**src/design/dq_pkg.sv**
```systemverilog
// Shared types, constants and index helpers for the double-ended queue.
package dq_pkg;

    // Queue capacity and the widths that follow from it.
    localparam int DEPTH = 16;
    localparam int IDX_W = (DEPTH > 1) ? $clog2(DEPTH) : 1;
    localparam int CNT_W = $clog2(DEPTH + 1);
    localparam int DATA_W = 32;

    typedef logic [IDX_W-1:0] idx_t;
    typedef logic [CNT_W-1:0] cnt_t;

    localparam cnt_t DEPTH_CNT = cnt_t'(DEPTH);
    localparam idx_t LAST_IDX = idx_t'(DEPTH - 1);

    // Request kinds carried on the input tuser.
    typedef enum logic [2:0] {
        KIND_DUMP       = 3'd0,
        KIND_PUSH_FRONT = 3'd1,
        KIND_PUSH_BACK  = 3'd2,
        KIND_POP_FRONT  = 3'd3,
        KIND_POP_BACK   = 3'd4
    } kind_t;

    // Result status codes.
    typedef enum logic [1:0] {
        ST_OK    = 2'd0,
        ST_EMPTY = 2'd1,
        ST_FULL  = 2'd2
    } status_t;

    // Controller states.
    typedef enum logic {
        S_IDLE,
        S_DUMP
    } state_t;

    // One result transaction.
    typedef struct packed {
        logic signed [DATA_W-1:0] value_res;
        status_t                  status;
        logic                     last;
    } res_t;

    // One cycle of memory traffic from the controller.
    typedef struct packed {
        logic              wr_en;
        idx_t              wr_addr;
        logic [DATA_W-1:0] wr_data;
        logic              rd_en;
        idx_t              rd_addr;
    } mem_req_t;

    // Controller status seen by the top level.
    typedef struct packed {
        logic busy;
        cnt_t occupancy;
    } ctrl_stat_t;

    // Slot that lies off entries behind base, wrapped around the ring.
    function automatic idx_t idx_add(idx_t base, cnt_t off);
        logic [CNT_W:0] sum;
        sum = (CNT_W+1)'(base) + (CNT_W+1)'(off);
        if (sum >= (CNT_W+1)'(DEPTH))
        begin
            sum = sum - (CNT_W+1)'(DEPTH);
        end
        return idx_t'(sum);
    endfunction

    // Next slot toward the back.
    function automatic idx_t idx_inc(idx_t idx);
        return (idx == LAST_IDX) ? '0 : idx_t'(idx + 1'b1);
    endfunction

    // Next slot toward the front.
    function automatic idx_t idx_dec(idx_t idx);
        return (idx == '0) ? LAST_IDX : idx_t'(idx - 1'b1);
    endfunction

endpackage

```
**src/design/dq_mem.sv**
```systemverilog
// Entry store: one write port and one registered read port.
module dq_mem (
    input  logic                          clk,
    input  dq_pkg::mem_req_t              req,
    output logic [dq_pkg::DATA_W-1:0]     rd_data
);
    import dq_pkg::*;

    logic [DATA_W-1:0] mem [DEPTH];
    logic [DATA_W-1:0] rd_data_reg;

    // Write port.
    always_ff @(posedge clk)
    begin
        if (req.wr_en)
        begin
            mem[req.wr_addr] <= req.wr_data;
        end
    end

    // Read port; the data holds while no new read is issued.
    always_ff @(posedge clk)
    begin
        if (req.rd_en)
        begin
            rd_data_reg <= mem[req.rd_addr];
        end
    end

    assign rd_data = rd_data_reg;

endmodule

```
**src/design/dq_ctrl.sv**
```systemverilog
// Request decoder, ring pointers and dump sequencer.
module dq_ctrl (
    input  logic                          clk,
    input  logic                          rst_n,
    input  logic                          in_valid,
    output logic                          in_ready,
    input  logic [2:0]                    in_kind,
    input  logic signed [dq_pkg::DATA_W-1:0] in_value,
    input  logic                          out_ready,
    output logic                          res_valid,
    output dq_pkg::res_t                  res,
    output dq_pkg::mem_req_t              mem_req,
    input  logic [dq_pkg::DATA_W-1:0]     rd_data,
    output dq_pkg::ctrl_stat_t            stat
);
    import dq_pkg::*;

    state_t state_reg, state_next;
    idx_t   head_reg, head_next;
    cnt_t   occ_reg, occ_next;
    cnt_t   dump_off_reg, dump_off_next;
    cnt_t   off_inc;
    idx_t   front_slot;

    // Control registers.
    always_ff @(posedge clk or negedge rst_n)
    begin
        if (!rst_n)
        begin
            state_reg    <= S_IDLE;
            head_reg     <= '0;
            occ_reg      <= '0;
            dump_off_reg <= '0;
        end
        else
        begin
            state_reg    <= state_next;
            head_reg     <= head_next;
            occ_reg      <= occ_next;
            dump_off_reg <= dump_off_next;
        end
    end

    assign off_inc    = cnt_t'(dump_off_reg + 1'b1);
    assign front_slot = idx_dec(head_reg);

    // Next state, memory traffic and result generation.
    always_comb
    begin
        state_next    = state_reg;
        head_next     = head_reg;
        occ_next      = occ_reg;
        dump_off_next = dump_off_reg;
        in_ready      = 1'b0;
        res_valid     = 1'b0;
        res.value_res = '0;
        res.status    = ST_OK;
        res.last      = 1'b1;
        mem_req       = '0;

        unique case (state_reg)
            S_IDLE:
            begin
                in_ready = out_ready;
                if (in_valid && out_ready)
                begin
                    unique case (in_kind)
                        KIND_DUMP:
                        begin
                            if (occ_reg == '0)
                            begin
                                res_valid  = 1'b1;
                                res.status = ST_EMPTY;
                            end
                            else
                            begin
                                mem_req.rd_en   = 1'b1;
                                mem_req.rd_addr = head_reg;
                                dump_off_next   = '0;
                                state_next      = S_DUMP;
                            end
                        end
                        KIND_PUSH_FRONT:
                        begin
                            res_valid = 1'b1;
                            if (occ_reg == DEPTH_CNT)
                            begin
                                res.status = ST_FULL;
                            end
                            else
                            begin
                                mem_req.wr_en   = 1'b1;
                                mem_req.wr_addr = front_slot;
                                mem_req.wr_data = in_value;
                                head_next       = front_slot;
                                occ_next        = cnt_t'(occ_reg + 1'b1);
                            end
                        end
                        KIND_PUSH_BACK:
                        begin
                            res_valid = 1'b1;
                            if (occ_reg == DEPTH_CNT)
                            begin
                                res.status = ST_FULL;
                            end
                            else
                            begin
                                mem_req.wr_en   = 1'b1;
                                mem_req.wr_addr = idx_add(head_reg, occ_reg);
                                mem_req.wr_data = in_value;
                                occ_next        = cnt_t'(occ_reg + 1'b1);
                            end
                        end
                        KIND_POP_FRONT:
                        begin
                            res_valid = 1'b1;
                            if (occ_reg == '0)
                            begin
                                res.status = ST_EMPTY;
                            end
                            else
                            begin
                                head_next = idx_inc(head_reg);
                                occ_next  = cnt_t'(occ_reg - 1'b1);
                            end
                        end
                        KIND_POP_BACK:
                        begin
                            res_valid = 1'b1;
                            if (occ_reg == '0)
                            begin
                                res.status = ST_EMPTY;
                            end
                            else
                            begin
                                occ_next = cnt_t'(occ_reg - 1'b1);
                            end
                        end
                        default:
                        begin
                            // Unused kinds are taken and dropped.
                        end
                    endcase
                end
            end
            S_DUMP:
            begin
                // Read data for offset dump_off_reg waits until the output takes it.
                if (out_ready)
                begin
                    res_valid     = 1'b1;
                    res.value_res = rd_data;
                    res.last      = (off_inc == occ_reg);
                    if (off_inc == occ_reg)
                    begin
                        state_next = S_IDLE;
                    end
                    else
                    begin
                        mem_req.rd_en   = 1'b1;
                        mem_req.rd_addr = idx_add(head_reg, off_inc);
                        dump_off_next   = off_inc;
                    end
                end
            end
            default:
            begin
                state_next = S_IDLE;
            end
        endcase
    end

    assign stat.busy      = (state_reg == S_DUMP);
    assign stat.occupancy = occ_reg;

endmodule

```
**src/design/dq_out.sv**
```systemverilog
// Output register that holds one result transaction until the receiver takes it.
module dq_out (
    input  logic          clk,
    input  logic          rst_n,
    input  logic          res_valid,
    input  dq_pkg::res_t  res,
    output logic          out_ready,
    output logic          m_tvalid,
    input  logic          m_tready,
    output logic [39:0]   m_tdata,
    output logic          m_tlast
);
    import dq_pkg::*;

    logic obuf_valid_reg;
    res_t obuf_reg;

    // A new result may load when the register is empty or draining.
    assign out_ready = !obuf_valid_reg || m_tready;

    // Valid flag.
    always_ff @(posedge clk or negedge rst_n)
    begin
        if (!rst_n)
        begin
            obuf_valid_reg <= 1'b0;
        end
        else if (res_valid && out_ready)
        begin
            obuf_valid_reg <= 1'b1;
        end
        else if (m_tready)
        begin
            obuf_valid_reg <= 1'b0;
        end
    end

    // Payload.
    always_ff @(posedge clk)
    begin
        if (res_valid && out_ready)
        begin
            obuf_reg <= res;
        end
    end

    assign m_tvalid = obuf_valid_reg;
    assign m_tdata  = {6'b0, obuf_reg.value_res, obuf_reg.status};
    assign m_tlast  = obuf_reg.last;

endmodule

```
**src/design/double_ended_queue.sv**
```systemverilog
// Top level of the bounded double-ended queue of signed 32-bit values.
//
// Input channel (s_*): tuser carries the request kind (dump, push front,
// push back, pop front, pop back) and tdata the value to push. Output
// channel (m_*): tdata carries status and value_res, tlast marks the final
// result of a request.
// Pushes write the entry memory in the cycle they are accepted; pushes and
// pops give one result transaction in the cycle after. With the receiver ready
// the block takes one such request per cycle.
// In a dump, the single read port of the entry memory delivers one stored
// value per cycle while the output can load, front to back, and no new
// request is taken until the last value has been handed to the output.
// Unused kind codes are accepted and produce no result.
// Reset empties the queue at once; the entry memory is not cleared and
// needs no clearing pass.
// When the receiver stalls, the result stays in the output register and the
// input channel holds off until that register can load again.
module double_ended_queue (
    input  logic         clk,
    input  logic         rst_n,
    input  logic         s_tvalid,
    output logic         s_tready,
    input  logic [31:0]  s_tdata,   // [31:0] value
    input  logic [2:0]   s_tuser,   // [2:0] kind
    output logic         m_tvalid,
    input  logic         m_tready,
    output logic [39:0]  m_tdata,   // [1:0] status, [33:2] value_res, [39:34] zero
    output logic         m_tlast    // last
);
    import dq_pkg::*;

    logic              out_ready;
    logic              res_valid;
    res_t              res;
    mem_req_t          mem_req;
    logic [DATA_W-1:0] rd_data;
    ctrl_stat_t        stat;

    // Entry memory.
    dq_mem u_mem (
        .clk     (clk),
        .req     (mem_req),
        .rd_data (rd_data)
    );

    // Control and pointers.
    dq_ctrl u_ctrl (
        .clk       (clk),
        .rst_n     (rst_n),
        .in_valid  (s_tvalid),
        .in_ready  (s_tready),
        .in_kind   (s_tuser),
        .in_value  (s_tdata),
        .out_ready (out_ready),
        .res_valid (res_valid),
        .res       (res),
        .mem_req   (mem_req),
        .rd_data   (rd_data),
        .stat      (stat)
    );

    // Output register.
    dq_out u_out (
        .clk       (clk),
        .rst_n     (rst_n),
        .res_valid (res_valid),
        .res       (res),
        .out_ready (out_ready),
        .m_tvalid  (m_tvalid),
        .m_tready  (m_tready),
        .m_tdata   (m_tdata),
        .m_tlast   (m_tlast)
    );

    // The fill count never goes past the capacity.
    a_occ_bound: assert property (@(posedge clk) disable iff (!rst_n)
        stat.occupancy <= DEPTH_CNT)
        else $error("queue occupancy exceeds capacity");

    // No new request is taken while a dump is running.
    a_no_accept_in_dump: assert property (@(posedge clk) disable iff (!rst_n)
        stat.busy |-> !s_tready)
        else $error("request accepted during a dump");

    // A stalled result blocks the input side.
    a_stall_blocks_input: assert property (@(posedge clk) disable iff (!rst_n)
        (m_tvalid && !m_tready) |-> !s_tready)
        else $error("request accepted while output is stalled");

    // A pop from a non-empty queue removes exactly one value.
    a_pop_decrements: assert property (@(posedge clk) disable iff (!rst_n)
        (s_tvalid && s_tready && stat.occupancy != '0
         && (s_tuser == KIND_POP_FRONT || s_tuser == KIND_POP_BACK))
        |=> stat.occupancy == cnt_t'($past(stat.occupancy) - 1'b1))
        else $error("pop did not remove one value");

endmodule

```
**config.mk**
```make
export PLATFORM = sky130hd
export DESIGN_NAME = double_ended_queue
export DESIGN_NICKNAME = d
export VERILOG_FILES = /design/src/design/dq_pkg.sv /design/src/design/dq_mem.sv /design/src/design/dq_ctrl.sv /design/src/design/dq_out.sv /design/src/design/double_ended_queue.sv
export SDC_FILE = /design/constraint.sdc
export NUM_CORES = 1
export LEC_CHECK = 0
export BUFFER_PORTS_ARGS = -buffer_cell sky130_fd_sc_hd__buf_2
export CORE_ASPECT_RATIO = 0.8
export CORE_MARGIN = 10
export CORE_UTILIZATION = 50
export CTS_CLUSTER_DIAMETER = 200
export DETAILED_ROUTE_END_ITERATION = 10
export GPL_ROUTABILITY_DRIVEN = 1
export MAX_ROUTING_LAYER = met4
export PLACE_DENSITY = 0.74
export SLEW_MARGIN = 20
export SYNTH_ARGS = -nofsm -noshare
export SYNTH_HDL_FRONTEND = slang
export SYNTH_SLANG_ARGS = --single-unit
export TNS_END_PERCENT = 5
```
**constraint.sdc**
```tcl
create_clock -name clk -period 3.55 [get_ports clk]
set_input_delay 0.5325 -clock clk [delete_from_list [all_inputs] [get_ports clk]]
set_output_delay 0.5325 -clock clk [all_outputs]
set_load 0.01 [all_outputs]
```
## Yosys cells after proc, flatten, opt, wreduce, memory -nomap -nowiden

Memory sizes are Yosys's and may differ from the RTL's. A register that Yosys moved wholly into a read port is not among the register bits.
Index checks and enable logic that the tools add are counted.

| word-level totals | value |
|---|---|
| register bits | 51 |
| RAM bits | 512 |
| memories | 1 |

Memories:

| memory | depth | width | rd ports | clocked after memory_dff | wr ports | RTL line | source |
|---|---|---|---|---|---|---|---|
| u_mem.mem | 16 | 32 | 1 | 1 | 1 | dq_mem.sv:9 | `logic [DATA_W-1:0] mem [DEPTH];` |

| cells by class | value |
|---|---|
| $add $sub $neg | 9 |
| $lt $le $gt $ge | 2 |
| eq/ne operators | 16 |
| muxes and demuxes | 45 |
| bitwise operators | 2 |
| reduce and logical (&&, ||, !) cells | 19 |

Operator list:

| cell | count |
|---|---|
| 2-to-1 mux 37 bit | 3 |
| one-hot mux 37 bit (2 select lines) | 1 |
| 2-to-1 mux 5 bit | 11 |
| 2-to-1 mux 42 bit | 1 |
| one-hot mux 5 bit (2 select lines) | 3 |
| 2-to-1 mux 4 bit | 6 |
| AND reduction 5 bit | 3 |
| 2-to-1 mux 1 bit | 14 |
| != test 2 bit, second input constant | 7 |
| adder 4 x 5 -> 6 bit | 2 |
| greater-or-equal comparator 6 x 5 -> 1 bit, second input constant | 2 |
| subtractor 4 x 1 -> 4 bit, second input constant | 3 |
| adder 5 x 1 -> 5 bit, second input constant | 2 |
| one-hot mux 4 bit (2 select lines) | 1 |
| == test 3 x 2 -> 1 bit, second input constant | 2 |
| one-hot mux 1 bit (2 select lines) | 3 |
| nonzero test 2 bit | 3 |
| OR reduction 2 bit | 3 |
| == test 5 bit | 1 |
| == test 5 bit, second input constant | 1 |
| logical NOT 5 bit | 1 |
| subtractor 5 x 1 -> 5 bit, second input constant | 1 |
| adder 4 x 1 -> 4 bit, second input constant | 1 |
| == test 4 bit, second input constant | 1 |
| other kinds (14) | 17 |

## Depth between registers and ports, before layout

| depth | value |
|---|---|
| depth after elaboration | 9 |
| depth in mapped cells | 13 |
| mapped depth without buffers | 12 |

## By module

From an unflattened synthesis, not the netlist that was laid out.

| unflattened totals | value |
|---|---|
| cells, all modules | 1,137 |
| area total of the unflattened synthesis | 23,284.8 um^2 |

By module, submodules not included:

| module | instances | cells an instance | area an instance (um^2) | sequential area each (um^2) |
|---|---|---|---|---|
| dq_mem | 1 | 838 | 20,155.6 | 16,335.7 |
| dq_ctrl | 1 | 253 | 1,975.6 | 375.4 |
| dq_out | 1 | 46 | 1,153.6 | 1,076.0 |

## Worst setup path before layout

OpenSTA, ideal clock, no wires.

| timing path | value |
|---|---|
| path kind | in2reg |
| start | input port m_tready |
| end | memory u_mem.mem[0][0] (enable) |
| arrival time | 3,559 ps |
| required time | 3,129 ps |
| slack | -430 ps |
| cell stages on the path | 7 |
| cell sequence | nand2b_1 -> clkbuf_1 -> nand4b_1 -> a221oi_1 -> inv_1 -> or3_1 -> nor2_1 |

| on the way | value |
|---|---|
| word-level cells in the longest chain between the ends | 6 |

Ends and longest elaborated chain:

| element | RTL line | source |
|---|---|---|
| start: declaration | double_ended_queue.sv:26 | `input logic m_tready,` |
| logical OR 1 bit * | dq_out.sv:19 | `assign out_ready = !obuf_valid_reg \|\| m_tready;` |
| logical AND 1 bit * | dq_ctrl.sv:65 | `if (in_valid && out_ready)` |
| 2-to-1 mux 42 bit * | dq_ctrl.sv:65 |  |
| 2-to-1 mux 37 bit * | dq_ctrl.sv:61 | `unique case (state_reg)` |
| 2-to-1 mux 1 bit | dq_mem.sv:15 | `if (req.wr_en)` |
| 2-to-1 mux 1 bit (implied by the code) | dq_mem.sv:17 | `mem[req.wr_addr] <= req.wr_data;` |
| end: declaration | dq_mem.sv:9 |  |

Mark *: on every way between the ends. The rest lies on a longest branch, timed or not.

## Worst setup path in the final report

| timing path | value |
|---|---|
| start | register u_ctrl.head_reg[0] |
| end | register u_mem.rd_data_reg[28], in the netlist u_mem.rd_data[28], read port of u_mem.mem, data pin |

| on the way | value |
|---|---|
| word-level cells in the longest chain between the ends | 6 |

Ends and longest elaborated chain:

| element | RTL line | source |
|---|---|---|
| start: declaration | dq_ctrl.sv:19 | `idx_t head_reg, head_next;` |
| start signal: assignment | dq_ctrl.sv:38 | `head_reg <= head_next;` |
| adder 4 x 5 -> 6 bit | dq_pkg.sv:63 | `sum = (CNT_W+1)'(base) + (CNT_W+1)'(off);` |
| greater-or-equal comparator 6 x 5 -> 1 bit / subtractor 4 x 1 -> 4 bit (equally long branches) | dq_pkg.sv:64, dq_pkg.sv:66 |  |
| 2-to-1 mux 4 bit | dq_pkg.sv:64 | `if (sum >= (CNT_W+1)'(DEPTH))` |
| 2-to-1 mux 5 bit | dq_ctrl.sv:154 | `if (off_inc == occ_reg)` |
| 2-to-1 mux 5 bit | dq_ctrl.sv:149 | `if (out_ready)` |
| one-hot mux 5 bit (2 select lines) * | dq_ctrl.sv:61 |  |
| end: declaration | dq_mem.sv:10 | `logic [DATA_W-1:0] rd_data_reg;` |

Marked as above.
A chain may end at the register's enable or synchronous reset.

==> impl_metrics.json <==
{
  "path_max_fanout": 50,
  "io_pins": 82,
  "grt_pass1_wl_um": 102300,
  "postSynthCellCount": 1859,
  "grt_antenna_before_repair": 1,
  "drt_pass1_iterations": 7,
  "synthArstFlopShare_pct": 2.689,
  "gp_congestion": 0.8740,
  "grt_use_total_pct": 22.66,
  "clockRootBuffer": "clkbuf_16",
  "synth_cell_type_count": 67,
  "drv_cap": 0,
  "vias": 16770,
  "nFillCells": 3869,
  "initial_utilization_pct": 50.81,
  "die_w_um": 271.9,
  "die_h_um": 221.5,
  "syn-cell-area_um2": 25380,
  "areaGrowthSynthToFinish_pct": 14.74,
  "fin_crit_ns": 3.354,
  "wire_per_inst_um": 25.31,
  "crit_family": "simple AND/OR/NAND/NOR gates",
  "hp-class": "input port to flip-flop",
  "dieArea_um2": 60240,
  "cts.path.max_buffers": 3,
  "synth-simple-area-share_pct": 10.46,
  "setup_tns_ns": 0,
  "synth.avg_cell_area_um2": 13.65,
  "worstSkewPairLatency_ns": 0.62,
  "post-cts-setup-buffers": 0,
  "clkTransAtPathRegs_ns": 0.07,
  "synth-xor-area-share_pct": 1.025,
  "drcViolationCount": 0,
  "timing.slew.headroom_pct": 51.80,
  "synth_adder_area_share_pct": 0.8675,
  "row_count": 73,
  "drtIter0Drc": 1875,
  "tritoncts": "yes",
  "rsz0062_at_grt": "true",
  "critPathLaunchType": "flip-flop",
  "place_ws_ns": 0.03239,
  "final_cells": 2689,
  "crit_required_ns": 3.99,
  "p_per_area_nw_per_um2": 870.1,
  "drv_slew": 0,
  "dp_cells": 2585,
  "grt_pass1_vias": 16500,
  "ir_drop_v": 0.0008291,
  "avgViaCountPerCell": 6.235,
  "crit_path_max_incr_delay_ns": 0.57,
  "synth-compound-area-share_pct": 12.63,
  "final_nets": 2023,
  "io_buffers": 75,
  "finalCritPeriodShare_pct": 94.48,
  "crit_path_frequent_cell": "nor3_1",
  "synth_top_family_by_area": "compound AO/OA/AOI/OAI gates",
  "max_freq_ghz": 0.2981,
  "worstMarginPinSlew_ns": 0.7191,
  "critical_path_arrival_ns": 3.79,
  "crit_chain": "ha_1 -> inv_1 -> fa_1 -> nor3_1 -> o31ai_2 -> and2_4 -> buf_12 -> a311oi_2 -> a21oi_1 -> nor3_1",
  "numClockSinks": 595,
  "muxShareOfSynthArea_pct": 1.873,
  "cts_buffers": 56,
  "slowest_stage": "dfrtp_1",
  "core_um2": 49960,
  "synth_ff_type": "edfxtp_1",
  "antenna_left": 0,
  "drt-total-wl_um": 68070,
  "drive_gt1_share_pct": 17.24,
  "cts_max_level": 2,
  "status": "finished clean",
  "grt_overflow": 0,
  "yosys_warnings": 0,
  "power.leakage_nw": 10.20,
  "cp-end-kind": "flip-flop",
  "power.total_mw": 25.34,
  "hpwl_um": 39540,
  "fin_worst_skew_ns": 0.01258,
  "largest_reg_flops": 512,
  "setup_viol": 0,
  "synth_seq_area_share_pct": 70.07,
  "final.setup.worst_slack_ns": 0.1959,
  "synth-seq-cells": 595,
  "grt_max_degree": 57,
  "synth_edf_count": 579,
  "hold_viol": 0,
  "critPathKind": "flip-flop to flip-flop",
  "crit_buf_inv": 2
}
[cells by family (layout without fill, tap and decap cells)]
kind of cell	Yosys count	after routing
multiplexers	47	47
XOR/XNOR	25	25
other	1	7
buffers and inverters	180	329
AND/OR/NAND/NOR	560	560
adder cells (fa/ha/maj)	16	16
AO/OA/AOI/OAI	435	435
flip-flops	595	595
[cell usage in the layout (no fill, tap or decap), drive strengths merged, types with 12 or more instances in the layout]
cell and instances:
nor3 36, clkbuf 65, buf 185, nor2 35, nand2 263, inv 41, a41oi 30, xnor2 14
dfrtp 16, nand3 133, clkinv 30, o21ai 21, edfxtp 579, and2 33, a211oi 123, a22oi 34
mux2i 43, a21oi 136, o2111a 30, o31a 30, and3 34, ha 12
[where the power goes]
group / internal [mW] / switching [mW] / total [mW]
registers: 8.46 / 0.236 / 8.69
clock network: 3.24 / 2.55 / 5.80
logic: 3.79 / 7.06 / 10.9
total: 15.5 / 9.85 / 25.3
[tightest hold or removal path, delay by kind of cell]
| family | cells | cell delay (ns) |
|---|---|---|
| and+or+nand+nor | 2 | 0.21 |
| buffers and inverters | 1 | 0.15 |
[per-layer routing]
layer	track usage [%]	part of all wire [%]	routed length (um)
met3	4.117	9.6	6530
met1	29.87	40	27020
met4	7.776	3.2	2188
met2	35.08	48	32330
met5	-	0	0
[timing repair]
action | in CTS | in global routing
hold endpoints to repair | 16 | 0
setup endpoints to repair | 0 | 11
hold buffers | 1 | 0
resized for setup | 0 | 9
[through the flow]
stage	instance area, um2	util (%)	hold slack (ns)
global route	29130	58.30	0.3400
detailed placement	27310	54.67	0.4793
finish	29130	58.30	0.3195
CTS	29070	58.19	0.2960
floorplan	25410	-	0.2369
global placement	27310	54.67	0.4727
[Yosys cell counts, types with 34 or more instances]
cell / number / area (um2)
nand3_1: 132 / 660.6
mux2i_1: 43 / 430.4
edfxtp_1: 579 / 17390
buf_2: 47 / 235.2
a211oi_1: 100 / 750.7
nor2_1: 34 / 127.6
a21oi_1: 136 / 680.7
clkbuf_1: 67 / 251.5
inv_1: 41 / 153.9
nand2_1: 263 / 987.2
a22oi_1: 34 / 255.2
and3_1: 34 / 212.7
[cell type report]
class | count | area (um2) | share of cell area [%]
clock inverters | 37 | 311.5 | 1.070
well taps | 675 | 844.6 | 2.900
diodes | 1 | 2.502 | 0.008592
flip-flops and latches | 595 | 17790 | 61.07
inverters | 41 | 153.9 | 0.5284
repair buffers | 186 | 1461 | 5.018
clock buffers | 65 | 1435 | 4.927
multi-input cells | 1089 | 7129 | 24.48
[final timing paths]
| path | cells after the start | end | slack (ns) | from |
|---|---|---|---|---|
| max in group asynchronous | 2 | u_ctrl.dump_off_reg[2] | 2.89 | rst_n |
| min reg2reg | 1 | u_out.m_tdata[10] | 0.55 | u_mem.rd_data[8] |
| max | 10 | u_mem.rd_data[28] | 0.20 | u_ctrl.head_reg[0] |
| min in group asynchronous | 2 | u_out.m_tvalid | 0.36 | rst_n |
| max reg2reg | 10 | u_mem.rd_data[28] | 0.20 | u_ctrl.head_reg[0] |
| min | 3 | u_out.m_tvalid | 0.32 | s_tvalid |
Power figures use the tool's default switching activity.
